## config.mk

```make
export PLATFORM = sky130hd
export DESIGN_NAME = walled_grid_route_load_flat
export DESIGN_NICKNAME = d
export VERILOG_FILES = /design/src/rtl/wgrl_pkg.sv /design/src/rtl/wgrl_if.sv /design/src/rtl/wgrl_cell.sv /design/src/rtl/walled_grid_route_load.sv /design/src/flat_wrapper.sv
export SDC_FILE = /design/constraint.sdc
export NUM_CORES = 2
export LEC_CHECK = 0
export ABC_AREA = 1
export CAP_MARGIN = 20
export CORE_UTILIZATION = 50
export CTS_CLUSTER_DIAMETER = 200
export DETAILED_ROUTE_END_ITERATION = 10
export DONT_BUFFER_PORTS = 1
export REMOVE_ABC_BUFFERS = 1
export SLEW_MARGIN = 5
export SYNTH_ARGS = -nofsm -noshare
export SYNTH_HDL_FRONTEND = slang
export SYNTH_SLANG_ARGS = --single-unit
```

## constraint.sdc

```tcl
create_clock -name clock -period 8.1 [get_ports clock]
set_input_delay 0.81 -clock clock [delete_from_list [all_inputs] [get_ports clock]]
set_output_delay 0.81 -clock clock [all_outputs]
set_load 0.03 [all_outputs]
```

## src/rtl/wgrl_pkg.sv

```systemverilog
// ----------------------------------------------------------------------------
// wgrl_pkg
// Shared sizes, types and the tile edge decode for the walled grid route load.
// ----------------------------------------------------------------------------
package wgrl_pkg;

   localparam int GRID_SIDE = 4;
   localparam int TILES     = GRID_SIDE * GRID_SIDE;
   localparam int VERT_BITS = GRID_SIDE * (GRID_SIDE - 1);
   localparam int FAR_HOPS  = TILES + 4;
   localparam int LAYOUT_W  = 24;
   localparam int TILE_W    = $clog2(TILES);
   localparam int DIST_W    = $clog2(FAR_HOPS + 1);
   localparam int CNT_W     = $clog2(TILES + 1);
   localparam int LOAD_W    = $clog2(TILES * (TILES - 1) + 1);
   localparam int REACH_W   = 5;
   localparam int PEAK_W    = 9;

   localparam logic [2:0] OP_HOLD  = 3'd0;
   localparam logic [2:0] OP_START = 3'd1;
   localparam logic [2:0] OP_INIT  = 3'd2;
   localparam logic [2:0] OP_RELAX = 3'd3;
   localparam logic [2:0] OP_COUNT = 3'd4;
   localparam logic [2:0] OP_ACC   = 3'd5;

   localparam logic [1:0] DIR_N = 2'd0;
   localparam logic [1:0] DIR_E = 2'd1;
   localparam logic [1:0] DIR_S = 2'd2;
   localparam logic [1:0] DIR_W = 2'd3;

   typedef logic [DIST_W-1:0] dist_type;
   typedef logic [CNT_W-1:0]  cnt_type;
   typedef logic [LOAD_W-1:0] load_type;

   typedef struct packed {
      logic       valid;
      logic [1:0] dir;
   } hop_type;

   typedef struct packed {
      logic [2:0]        op;
      logic [TILE_W-1:0] dest;
   } cell_cmd_type;

   function automatic logic wall_at(logic [LAYOUT_W-1:0] layout, int k);
      if (k < LAYOUT_W) begin
         return layout[k];
      end
      return 1'b0;
   endfunction

   // open edges of tile t, bit order N E S W
   function automatic logic [3:0] tile_open(logic [LAYOUT_W-1:0] layout, int t);
      int r;
      int c;
      logic [3:0] m;
      r = t / GRID_SIDE;
      c = t % GRID_SIDE;
      m = 4'b0000;
      if (r > 0)             m[DIR_N] = !wall_at(layout, (r - 1) * GRID_SIDE + c);
      if (r < GRID_SIDE - 1) m[DIR_S] = !wall_at(layout, r * GRID_SIDE + c);
      if (c < GRID_SIDE - 1) m[DIR_E] = !wall_at(layout, VERT_BITS + c * GRID_SIDE + r);
      if (c > 0)             m[DIR_W] = !wall_at(layout, VERT_BITS + (c - 1) * GRID_SIDE + r);
      return m;
   endfunction

   function automatic logic [PEAK_W-1:0] sat_load(load_type v);
      if (int'(v) > (1 << PEAK_W) - 1) begin
         return {PEAK_W{1'b1}};
      end
      return PEAK_W'(v);
   endfunction

endpackage

```

## src/rtl/wgrl_if.sv

```systemverilog
// ----------------------------------------------------------------------------
// wgrl_req_if / wgrl_rsp_if
// Valid/ready channels for wall layouts and route load results.
// ----------------------------------------------------------------------------
interface wgrl_req_if;
   logic                          valid;
   logic                          ready;
   logic [wgrl_pkg::LAYOUT_W-1:0] wall_layout;
   modport source (output valid, output wall_layout, input ready);
   modport sink   (input valid, input wall_layout, output ready);
endinterface

interface wgrl_rsp_if;
   logic                          valid;
   logic                          ready;
   logic                          connected;
   logic [wgrl_pkg::REACH_W-1:0]  tiles_reached;
   logic [wgrl_pkg::PEAK_W-1:0]   layout_peak_load;
   logic [wgrl_pkg::PEAK_W-1:0]   overall_peak_load;
   logic [wgrl_pkg::LAYOUT_W-1:0] overall_peak_layout;
   modport source (output valid, output connected, output tiles_reached,
                   output layout_peak_load, output overall_peak_load,
                   output overall_peak_layout, input ready);
   modport sink   (input valid, input connected, input tiles_reached,
                   input layout_peak_load, input overall_peak_load,
                   input overall_peak_layout, output ready);
endinterface

```

## src/rtl/wgrl_cell.sv

```systemverilog
// ----------------------------------------------------------------------------
// wgrl_cell
// One grid tile: hop distance to the current destination, next hop, subtree
// count of the route tree and the accumulated entry load.
// ----------------------------------------------------------------------------
module wgrl_cell (
   input  logic                           clock,
   input  wgrl_pkg::cell_cmd_type         cmd,
   input  logic [wgrl_pkg::TILE_W-1:0]    tile_id,
   input  logic [3:0]                     open_mask,
   input  wgrl_pkg::dist_type [3:0]       nbr_dist,
   input  wgrl_pkg::hop_type  [3:0]       nbr_hop,
   input  wgrl_pkg::cnt_type  [3:0]       nbr_cnt,
   output wgrl_pkg::dist_type             distance,
   output wgrl_pkg::hop_type              hop,
   output wgrl_pkg::cnt_type              cnt,
   output wgrl_pkg::load_type             load
);

   wgrl_pkg::dist_type dist_ff, dist_in;
   wgrl_pkg::cnt_type  cnt_ff, cnt_in;
   wgrl_pkg::load_type load_ff, load_in;
   wgrl_pkg::dist_type relax_best;
   wgrl_pkg::dist_type hop_best;
   wgrl_pkg::hop_type  hop_pick;
   wgrl_pkg::cnt_type  child_sum;
   logic [wgrl_pkg::DIST_W:0] cand;

   always_comb begin
      relax_best = dist_ff;
      hop_best   = wgrl_pkg::dist_type'(wgrl_pkg::FAR_HOPS);
      hop_pick   = '0;
      child_sum  = wgrl_pkg::cnt_type'(1);
      for (int d = 0; d < 4; d++) begin
         cand = {1'b0, nbr_dist[d]} + 1'b1;
         if (open_mask[d] && cand < {1'b0, relax_best}) begin
            relax_best = cand[wgrl_pkg::DIST_W-1:0];
         end
         if (open_mask[d] && nbr_dist[d] < hop_best) begin
            hop_best       = nbr_dist[d];
            hop_pick.valid = 1'b1;
            hop_pick.dir   = 2'(d);
         end
         if (open_mask[d] && nbr_hop[d].valid && nbr_hop[d].dir == (2'(d) ^ 2'd2)) begin
            child_sum = child_sum + nbr_cnt[d];
         end
      end
      if (dist_ff == '0) begin
         hop_pick.valid = 1'b0;
      end
   end

   always_comb begin
      dist_in = dist_ff;
      cnt_in  = cnt_ff;
      load_in = load_ff;
      unique case (cmd.op)
         wgrl_pkg::OP_START, wgrl_pkg::OP_INIT: begin
            dist_in = (tile_id == cmd.dest) ? '0
                    : wgrl_pkg::dist_type'(wgrl_pkg::FAR_HOPS);
            cnt_in  = wgrl_pkg::cnt_type'(1);
            if (cmd.op == wgrl_pkg::OP_START) begin
               load_in = '0;
            end
         end
         wgrl_pkg::OP_RELAX: begin
            dist_in = relax_best;
            cnt_in  = wgrl_pkg::cnt_type'(1);
         end
         wgrl_pkg::OP_COUNT: cnt_in  = child_sum;
         wgrl_pkg::OP_ACC:   load_in = load_ff + wgrl_pkg::load_type'(cnt_ff - 1'b1);
         default: ;
      endcase
   end

   always_ff @(posedge clock) begin
      dist_ff <= dist_in;
      cnt_ff  <= cnt_in;
      load_ff <= load_in;
   end

   assign distance = dist_ff;
   assign hop      = hop_pick;
   assign cnt      = cnt_ff;
   assign load     = load_ff;

endmodule

```

## src/rtl/walled_grid_route_load.sv

```systemverilog
// ----------------------------------------------------------------------------
// walled_grid_route_load
// Flood fill, shortest-path routing and peak tile load of a walled grid.
// ----------------------------------------------------------------------------
// One layout is in work at a time. A grid of tile cells relaxes hop distances
// to one destination per round, then counts route-tree subtrees to add each
// tile's entries. The result waits in its output register until transferred,
// and the next layout is taken after.
module walled_grid_route_load (
   input  logic       clock,
   input  logic       reset,
   wgrl_req_if.sink   req_chan,
   wgrl_rsp_if.source rsp_chan
);

   localparam logic [3:0] S_IDLE   = 4'd0;
   localparam logic [3:0] S_FLOOD  = 4'd1;
   localparam logic [3:0] S_CHECK  = 4'd2;
   localparam logic [3:0] S_INIT   = 4'd3;
   localparam logic [3:0] S_RELAX  = 4'd4;
   localparam logic [3:0] S_COUNT  = 4'd5;
   localparam logic [3:0] S_ACC    = 4'd6;
   localparam logic [3:0] S_SWEEP  = 4'd7;
   localparam logic [3:0] S_FINISH = 4'd8;
   localparam logic [3:0] S_DONE   = 4'd9;

   localparam int TILES = wgrl_pkg::TILES;
   localparam int SIDE  = wgrl_pkg::GRID_SIDE;

   logic [3:0]                      state_ff, state_in;
   logic [wgrl_pkg::TILE_W-1:0]     round_ff, round_in;
   logic [wgrl_pkg::TILE_W-1:0]     dest_ff, dest_in;
   logic [wgrl_pkg::LAYOUT_W-1:0]   layout_ff, layout_in;
   logic                            conn_ff, conn_in;
   logic [wgrl_pkg::REACH_W-1:0]    tiles_ff, tiles_in;
   wgrl_pkg::load_type              lpeak_ff, lpeak_in;
   wgrl_pkg::load_type              peak_ff, peak_in;
   logic [wgrl_pkg::LAYOUT_W-1:0]   peak_layout_ff, peak_layout_in;

   wgrl_pkg::cell_cmd_type          cmd;
   wgrl_pkg::dist_type [TILES-1:0]  dist_vec;
   wgrl_pkg::hop_type  [TILES-1:0]  hop_vec;
   wgrl_pkg::cnt_type  [TILES-1:0]  cnt_vec;
   wgrl_pkg::load_type [TILES-1:0]  load_vec;
   logic [TILES-1:0]                reached_vec;
   logic [wgrl_pkg::CNT_W-1:0]      reached_cnt;
   logic                            round_last;

   for (genvar t = 0; t < TILES; t++) begin : g_tile
      localparam int R  = t / SIDE;
      localparam int C  = t % SIDE;
      localparam int TN = (R > 0) ? t - SIDE : t;
      localparam int TE = (C < SIDE - 1) ? t + 1 : t;
      localparam int TS = (R < SIDE - 1) ? t + SIDE : t;
      localparam int TW = (C > 0) ? t - 1 : t;

      logic [3:0] open_mask;
      assign open_mask = wgrl_pkg::tile_open(layout_ff, t);

      wgrl_cell u_cell (
         .clock     (clock),
         .cmd       (cmd),
         .tile_id   (wgrl_pkg::TILE_W'(t)),
         .open_mask (open_mask),
         .nbr_dist  ({dist_vec[TW], dist_vec[TS], dist_vec[TE], dist_vec[TN]}),
         .nbr_hop   ({hop_vec[TW], hop_vec[TS], hop_vec[TE], hop_vec[TN]}),
         .nbr_cnt   ({cnt_vec[TW], cnt_vec[TS], cnt_vec[TE], cnt_vec[TN]}),
         .distance  (dist_vec[t]),
         .hop       (hop_vec[t]),
         .cnt       (cnt_vec[t]),
         .load      (load_vec[t])
      );

      assign reached_vec[t] = dist_vec[t] != wgrl_pkg::dist_type'(wgrl_pkg::FAR_HOPS);
   end

   assign reached_cnt = wgrl_pkg::CNT_W'($countones(reached_vec));
   assign round_last  = int'(round_ff) == TILES - 1;

   always_comb begin
      state_in       = state_ff;
      round_in       = round_ff;
      dest_in        = dest_ff;
      layout_in      = layout_ff;
      conn_in        = conn_ff;
      tiles_in       = tiles_ff;
      lpeak_in       = lpeak_ff;
      peak_in        = peak_ff;
      peak_layout_in = peak_layout_ff;
      cmd.op         = wgrl_pkg::OP_HOLD;
      cmd.dest       = dest_ff;
      unique case (state_ff)
         S_IDLE: begin
            if (req_chan.valid) begin
               layout_in = req_chan.wall_layout;
               cmd.op    = wgrl_pkg::OP_START;
               cmd.dest  = '0;
               round_in  = '0;
               state_in  = S_FLOOD;
            end
         end
         S_FLOOD: begin
            cmd.op   = wgrl_pkg::OP_RELAX;
            round_in = round_ff + 1'b1;
            if (round_last) state_in = S_CHECK;
         end
         S_CHECK: begin
            if (int'(reached_cnt) == TILES) begin
               dest_in  = '0;
               state_in = S_INIT;
            end else begin
               conn_in  = 1'b0;
               tiles_in = (int'(reached_cnt) > 31) ? 5'd31 : wgrl_pkg::REACH_W'(reached_cnt);
               lpeak_in = '0;
               state_in = S_DONE;
            end
         end
         S_INIT: begin
            cmd.op   = wgrl_pkg::OP_INIT;
            round_in = '0;
            state_in = S_RELAX;
         end
         S_RELAX: begin
            cmd.op   = wgrl_pkg::OP_RELAX;
            round_in = round_ff + 1'b1;
            if (round_last) begin
               round_in = '0;
               state_in = S_COUNT;
            end
         end
         S_COUNT: begin
            cmd.op   = wgrl_pkg::OP_COUNT;
            round_in = round_ff + 1'b1;
            if (round_last) state_in = S_ACC;
         end
         S_ACC: begin
            cmd.op = wgrl_pkg::OP_ACC;
            if (int'(dest_ff) == TILES - 1) begin
               round_in = '0;
               lpeak_in = '0;
               state_in = S_SWEEP;
            end else begin
               dest_in  = dest_ff + 1'b1;
               state_in = S_INIT;
            end
         end
         S_SWEEP: begin
            if (load_vec[round_ff] > lpeak_ff) lpeak_in = load_vec[round_ff];
            round_in = round_ff + 1'b1;
            if (round_last) state_in = S_FINISH;
         end
         S_FINISH: begin
            conn_in  = 1'b1;
            tiles_in = (TILES > 31) ? 5'd31 : wgrl_pkg::REACH_W'(TILES);
            if (lpeak_ff > peak_ff) begin
               peak_in        = lpeak_ff;
               peak_layout_in = layout_ff;
            end
            state_in = S_DONE;
         end
         S_DONE: begin
            if (rsp_chan.ready) state_in = S_IDLE;
         end
         default: state_in = S_IDLE;
      endcase
   end

   always_ff @(posedge clock) begin
      if (reset) begin
         state_ff       <= S_IDLE;
         peak_ff        <= '0;
         peak_layout_ff <= '0;
      end else begin
         state_ff       <= state_in;
         peak_ff        <= peak_in;
         peak_layout_ff <= peak_layout_in;
      end
      round_ff  <= round_in;
      dest_ff   <= dest_in;
      layout_ff <= layout_in;
      conn_ff   <= conn_in;
      tiles_ff  <= tiles_in;
      lpeak_ff  <= lpeak_in;
   end

   assign req_chan.ready               = state_ff == S_IDLE;
   assign rsp_chan.valid               = state_ff == S_DONE;
   assign rsp_chan.connected           = conn_ff;
   assign rsp_chan.tiles_reached       = tiles_ff;
   assign rsp_chan.layout_peak_load    = wgrl_pkg::sat_load(lpeak_ff);
   assign rsp_chan.overall_peak_load   = wgrl_pkg::sat_load(peak_ff);
   assign rsp_chan.overall_peak_layout = peak_layout_ff;

`ifndef SYNTHESIS
   a_unconn_zero: assert property (@(posedge clock) disable iff (reset)
      (rsp_chan.valid && !rsp_chan.connected) |-> rsp_chan.layout_peak_load == '0)
      else $error("unconnected layout reports nonzero load");
   a_peak_order: assert property (@(posedge clock) disable iff (reset)
      rsp_chan.valid |-> rsp_chan.overall_peak_load >= rsp_chan.layout_peak_load)
      else $error("overall peak below layout peak");
   a_conn_count: assert property (@(posedge clock) disable iff (reset)
      (rsp_chan.valid && rsp_chan.connected) |-> int'(tiles_ff) == TILES)
      else $error("connected layout without all tiles reached");
`endif

endmodule
```

## src/flat_wrapper.sv

```systemverilog
// flat-port wrapper written by rule: the top's interface ports become plain ports
module walled_grid_route_load_flat 
  (clock, reset, req_chan_valid, req_chan_wall_layout, req_chan_ready, rsp_chan_valid, rsp_chan_connected, rsp_chan_tiles_reached, rsp_chan_layout_peak_load, rsp_chan_overall_peak_load, rsp_chan_overall_peak_layout, rsp_chan_ready);
  wgrl_req_if req_chan_i ();
  wgrl_rsp_if rsp_chan_i ();
  input  logic clock;
  input  logic reset;
  input wire logic [$bits(req_chan_i.valid)-1:0] req_chan_valid;
  input wire logic [$bits(req_chan_i.wall_layout)-1:0] req_chan_wall_layout;
  output wire logic [$bits(req_chan_i.ready)-1:0] req_chan_ready;
  output wire logic [$bits(rsp_chan_i.valid)-1:0] rsp_chan_valid;
  output wire logic [$bits(rsp_chan_i.connected)-1:0] rsp_chan_connected;
  output wire logic [$bits(rsp_chan_i.tiles_reached)-1:0] rsp_chan_tiles_reached;
  output wire logic [$bits(rsp_chan_i.layout_peak_load)-1:0] rsp_chan_layout_peak_load;
  output wire logic [$bits(rsp_chan_i.overall_peak_load)-1:0] rsp_chan_overall_peak_load;
  output wire logic [$bits(rsp_chan_i.overall_peak_layout)-1:0] rsp_chan_overall_peak_layout;
  input wire logic [$bits(rsp_chan_i.ready)-1:0] rsp_chan_ready;
  assign req_chan_i.valid = req_chan_valid;
  assign req_chan_i.wall_layout = req_chan_wall_layout;
  assign req_chan_ready = req_chan_i.ready;
  assign rsp_chan_valid = rsp_chan_i.valid;
  assign rsp_chan_connected = rsp_chan_i.connected;
  assign rsp_chan_tiles_reached = rsp_chan_i.tiles_reached;
  assign rsp_chan_layout_peak_load = rsp_chan_i.layout_peak_load;
  assign rsp_chan_overall_peak_load = rsp_chan_i.overall_peak_load;
  assign rsp_chan_overall_peak_layout = rsp_chan_i.overall_peak_layout;
  assign rsp_chan_i.ready = rsp_chan_ready;
  walled_grid_route_load u_core (.clock(clock), .reset(reset), .req_chan(req_chan_i), .rsp_chan(rsp_chan_i));
endmodule
```

---- Yosys cells after proc, flatten, opt, wreduce, memory -nomap -nowiden ----
Index checks and enable logic that the tools add are counted.
storage, ports and cells
  bits in registers ....................... 370
  output and inout bits ................... 50
  word-level logic and storage cells ...... 908
cells by class
  add/subtract/negate cells ............... 109
  $lt $le $gt $ge ......................... 95
  eq/ne operators ......................... 96
  muxes and demuxes ....................... 286
  reductions and logical operators ........ 265
operator list
  cell                                                                count
  5-bit two-way mux                                                   146
  5-bit one-hot mux with 2 select lines                               33
  6-bit by 5-bit < comparator with 1-bit output                       48
  8-bit one-hot mux with 2 select lines                               16
  5-bit adder                                                         39
  1-bit logical AND                                                   192
  5-bit < comparator                                                  32
  3-bit two-way mux                                                   49
  8-bit adder                                                         16
  5-bit by 1-bit adder with 6-bit output, second input constant       16
  5-bit by 1-bit subtractor with 6-bit output, second input constant  16
  5-bit logical NOT                                                   16
  5-bit inequality test, second input constant                        16
  1-bit by 5-bit adder with 5-bit output, first input constant        12
  5-bit < comparator, second input constant                           12
  4-bit two-way mux                                                   13
  2-bit == test, second input constant                                24
  8-bit two-way mux                                                   5
  4-bit one-hot mux with 10 select lines                              1
  8-bit binary-select mux with 4-bit select                           1
  4-bit == test, first input constant                                 8
  2-bit by 1-bit == test with 1-bit output, second input constant     12
  1-bit logical NOT                                                   24
  2-bit logical NOT                                                   12
  other kinds (33)                                                    92

---- Depth between registers and ports, before layout ----
  depth after elaboration ................. 23
  mapped depth ............................ 57

---- Modules after synthesis ----
From an unflattened synthesis, not the netlist that was laid out.
second synthesis, totals
  cells, all modules ...................... 8057
  area, all modules ....................... 56519.2 um^2
by module, submodules not included
  module                                    instances  cells an instance  area an instance (um^2)  sequential area each (um^2)
  wgrl_cell (u_core.g_tile[13].u_cell ...)  9          454                3186.8                   540.5
  wgrl_cell (u_core.g_tile[0].u_cell ...)   5          455                3179.3                   540.5
  walled_grid_route_load                    1          788                5545.3                   2102.0
  wgrl_cell (u_core.g_tile[9].u_cell)       1          457                3224.3                   540.5
  wgrl_cell (u_core.g_tile[5].u_cell)       1          451                3171.8                   540.5

---- Worst setup path before layout ----
Ideal clock, no wire load.
  kind .................................... reg2reg
  start point ............................. register u_core.g_tile[2].u_cell.dist_ff[3]
  end point ............................... register u_core.g_tile[10].u_cell.cnt_ff[4], data pin
  library setup time ...................... 0.256 ns
  data arrival time ....................... 6.680 ns
  required time ........................... 7.844 ns
  setup slack ............................. 1.164 ns
  stages on the path, launching flop included .. 50
  cell sequence ........................... edfxtp_1 > buf_6 > nor2_8 > nor2_4 > nor2_4 > nand2_1 > ha_1 > nand2_1 > a21oi_2 > nand2_2 > nand2_4 > inv_1 > o21ai_0 > ha_1 > nand4_1 > o2111a_1 > nand2_1 > buf_2 > [14 not listed] > o21ai_2 > ha_1 > nand3_1 > nand3_1 > xnor2_1 > nand2_1 > nand2_1 > inv_1 > ha_1 > a21oi_1 > nand2_1 > xor2_1 > o21bai_1 > nand2_1 > nand2_1 > nand2_1 > a31oi_1 > nor2_1
on the way
  longest elaborated chain between the ends .. 23
  elaborated cells between the ends (all ways) .. 27
  classes of those cells .................. add/sub: 3; order compare: 4; eq/ne: 1; mux: 13; reduce/logical: 6
ends and longest elaborated chain
  element                                    line             RTL
  from (decl)                                wgrl_cell.sv:20  wgrl_pkg::dist_type dist_ff, dist_in;
  from (signal assigned)                     wgrl_cell.sv:77  dist_ff <= dist_in;
  5-bit < comparator                         wgrl_cell.sv:39  if (open_mask[d] && nbr_dist[d] < hop_best) begin
  1-bit logical AND                          wgrl_cell.sv:39
  5-bit two-way mux                          wgrl_cell.sv:39
  5-bit < comparator                         wgrl_cell.sv:39
  1-bit logical AND                          wgrl_cell.sv:39
  5-bit two-way mux                          wgrl_cell.sv:39
  5-bit < comparator                         wgrl_cell.sv:39
  1-bit logical AND                          wgrl_cell.sv:39
  [7 not listed]                             --
  5-bit two-way mux (*)                      wgrl_cell.sv:44  if (open_mask[d] && nbr_hop[d].valid && nbr_hop[d].dir == (2'(d) ^ 2'd2)) begin
  5-bit adder                                wgrl_cell.sv:45  child_sum = child_sum + nbr_cnt[d];
  5-bit two-way mux (*)                      wgrl_cell.sv:44
  5-bit adder                                wgrl_cell.sv:45
  5-bit two-way mux (*)                      wgrl_cell.sv:44
  5-bit adder                                wgrl_cell.sv:45
  5-bit two-way mux (*)                      wgrl_cell.sv:44
  5-bit one-hot mux with 2 select lines (*)  wgrl_cell.sv:57  unique case (cmd.op)
  to (signal assigned)                       wgrl_cell.sv:78  cnt_ff <= cnt_in;
  to (decl)                                  wgrl_cell.sv:21  wgrl_pkg::cnt_type cnt_ff, cnt_in;
Every way passes the cells marked *; elsewhere a longest branch is shown, timed or not.
A chain may end at the register's enable or synchronous reset.

---- Final worst setup path ----
Ends and elaborated chain as after synthesis.

==> flow_metrics.tcl <==
set metrics [dict create \
    vias_per_cell 5.74 \
    tightest_slew_ps 1080 \
    yosysMostFrequentCell "nand2_1" \
    postSynthCellCount 5599 \
    portBuffers 0 \
    syn_to_final_growth_pct 7.37 \
    drive_gt1_share_pct 6.70 \
    synth_top_area_share_pct 23.9 \
    grt_max_degree 129 \
    cap_violations 0 \
    ios 78 \
    hold_viol 0 \
    grt_pass1_wl_mm 217 \
    fmax_mhz 133 \
    hold_path.class "input port to register" \
    critPathBufInv 4 \
    die_h_um 292 \
    cts-root-buf "clkbuf_16" \
    cp-end-kind "register" \
    n_antenna_cell 0 \
    cts_buffer_depth 3 \
    startpoint_type "register" \
    cts_buffers 50 \
    status "complete, no violations" \
    first_pass_iters 8 \
    synth-async-reset-ratio_pct 0 \
    die_x_um 292 \
    grt_use_total_pct 33.2 \
    dr.first_iter.drc_count 2731 \
    cts_hold_buf 0 \
    ys.warnings.count 0 \
    period_share_pct 92.7 \
    crit_path_max_fanout 11 \
    path_common_cell "nand2_1" \
    vias 38600 \
    cp.arrival_ps 7900 \
    syn_area_sq_um 42000 \
    yosysUniqueCellTypes 73 \
    slew_violations 0 \
    nFillCells 7995 \
    tritoncts "built" \
    finClkSkew_ps 23.8 \
    synthTopCellsByCount "967 x nand2_1, 742 x inv_1, 651 x nor2_1" \
    synth-edff-count 334 \
    wl_mm 143 \
    syn_avg_cell_area_sq_um 7.51 \
    synthTopCellsByArea "edfxtp_1 24%, ha_1 19%, nand2_1 8.6%" \
    htree_num_levels 2 \
    grt_setup_unrepaired "yes" \
    dp.final_hpwl_mm 111 \
    ant_nets 0 \
    period_needed_ps 7510 \
    fp.coreArea_sq_um 82600 \
    slowest_stage "edfxtp_1" \
    synth_ff_type "edfxtp_1" \
    cts_sinks 370 \
    clk_pin_slew_worst_paths_ps 60 \
    grt_pass1_vias 36300 \
    setup_tns_ps 0 \
    finalSetupViolations 0 \
    ys_seq_area_share_pct 25.6 \
    slowest_delay_ps 470 \
    synth-seq-cells 370 \
    std_cell_rows 105 \
    slew_headroom_pct 27.8 \
    path_class "register to register" \
    nets 6349 \
    wl_per_cell_um 21.2 \
    gp_congestion 0.979 \
    cp_top_family "compound AO/OA/AOI/OAI gates" \
    antenna_found_initial 2 \
    start_util_pct 50.9 \
    drc_errors 0 \
    synth.largest_area_cell "edfxtp_1" \
    cp.required_ps 8490 \
    grt_remaining_overflow 0 \
    die_area_sq_um 85200 \
    clk_latency_ps 640 \
]
logic make-up after synthesis:
logic type | after synthesis | synth area share, %
AND/OR/NAND/NOR | 2225 | 23.4
multiplexers | 2 | 0.0506
flip-flops | 370 | 25.6
AO/OA/AOI/OAI | 1177 | 16.1
adder cells (fa/ha/maj) | 706 | 22.0
XOR/XNOR | 212 | 4.42
other | 1 | 0.00892
buffers and inverters | 906 | 8.40
metal layers:
| layer | share of wire (%) | global-route usage, % | wire, um |
|---|---|---|---|
| met1 | 42 | 42.3 | 60500 |
| met3 | 6.2 | 4.12 | 8810 |
| met2 | 46 | 55.9 | 66000 |
| met5 | 0.011 | 0 | 16 |
| met4 | 5.2 | 15.3 | 7370 |
layout by cell type (no fill, tap or decap), types with 10 or more instances in the layout:
| cell type | netlist | final |
|---|---|---|
| a2111o_1 | 14 | 14 |
| a2111oi_0 | 17 | 17 |
| a21o_1 | 12 | 12 |
| a21oi_1 | 323 | 323 |
| a31oi_1 | 25 | 25 |
| a41oi_1 | 14 | 14 |
| buf_4 | 11 | 81 |
| clkbuf_16 | 0 | 51 |
| clkinv_1 | 11 | 16 |
| dfxtp_1 | 36 | 36 |
| edfxtp_1 | 334 | 334 |
| fa_1 | 57 | 57 |
| ha_1 | 649 | 649 |
| inv_1 | 742 | 739 |
| inv_2 | 33 | 37 |
| nand2_1 | 967 | 962 |
| nand2_2 | 54 | 58 |
| nand2_4 | 12 | 13 |
| nand3_1 | 310 | 309 |
| nand3_2 | 16 | 16 |
| nand4_1 | 79 | 79 |
| nor2_1 | 651 | 647 |
| nor2_2 | 12 | 13 |
| nor3_1 | 65 | 65 |
| o2111ai_1 | 10 | 10 |
| o211ai_1 | 22 | 22 |
| o21a_1 | 23 | 23 |
| o21ai_0 | 529 | 525 |
| o21ai_1 | 53 | 56 |
| o21ai_2 | 11 | 12 |
| o21bai_1 | 35 | 35 |
| o221ai_1 | 13 | 13 |
| o22ai_1 | 17 | 17 |
| xnor2_1 | 50 | 50 |
| xor2_1 | 162 | 162 |
flip-flops by register name, summed over array words and instances (netlist names), 5 cells and up:
name	cells
u_core.g_tile.u_cell.cnt	80
u_core.peak_ff	8
u_core.g_tile.u_cell.distance	80
u_core.rsp_chan.overall_peak_layout	24
u_core.lpeak_ff	8
u_core.g_tile.u_cell.load	128
u_core.rsp_chan.tiles_reached	5
u_core.layout_ff	24
cell type report:
cell class | count | area (sq um) | share of cell area, %
inverters | 787 | 2960 | 6.55
flip-flops and latches | 370 | 10800 | 23.8
multi-input cells | 4324 | 27800 | 61.6
repair buffers | 82 | 628 | 1.39
well taps | 1070 | 1340 | 2.97
clock buffers | 66 | 1390 | 3.09
clock inverters | 28 | 253 | 0.560
metrics by stage:
step | setup WS (ps) | cell area [sq um] | hold slack (ps) | utilization [%] | instances
finish | 591 | 45100 | 253 | 54.6 | 6727
global route | -65.5 | 45100 | 232 | 54.6 | 6727
CTS | 369 | 45100 | 216 | 54.6 | 6723
detailed placement | 374 | 43500 | 529 | 52.6 | 6629
global placement | 470 | 43500 | 525 | 52.6 | 6629
floorplan | 1070 | 41500 | 487 | - | 5481
timing repair:
action | 4_1_cts | 5_1_grt
resized for setup | 0 | 9
endpoints found under the setup margin | 0 | 5
buffers inserted | 0 | 4
path summary, 6_finish.rpt:
path         cells past startpoint                                 from  slack [ps]                         endpoint
max                             47  u_core.g_tile[2].u_cell.distance[3]         590  u_core.g_tile[10].u_cell.cnt[4]
min reg2reg                      2                   u_core.state_ff[2]         540               u_core.state_ff[2]
max reg2reg                     47  u_core.g_tile[2].u_cell.distance[3]         590  u_core.g_tile[10].u_cell.cnt[4]
min                              1                                reset         250               u_core.state_ff[3]
Power is left out: the tool's default activity adds up to more than one toggle a clock period on the data nets, which glitch-free logic cannot reach.
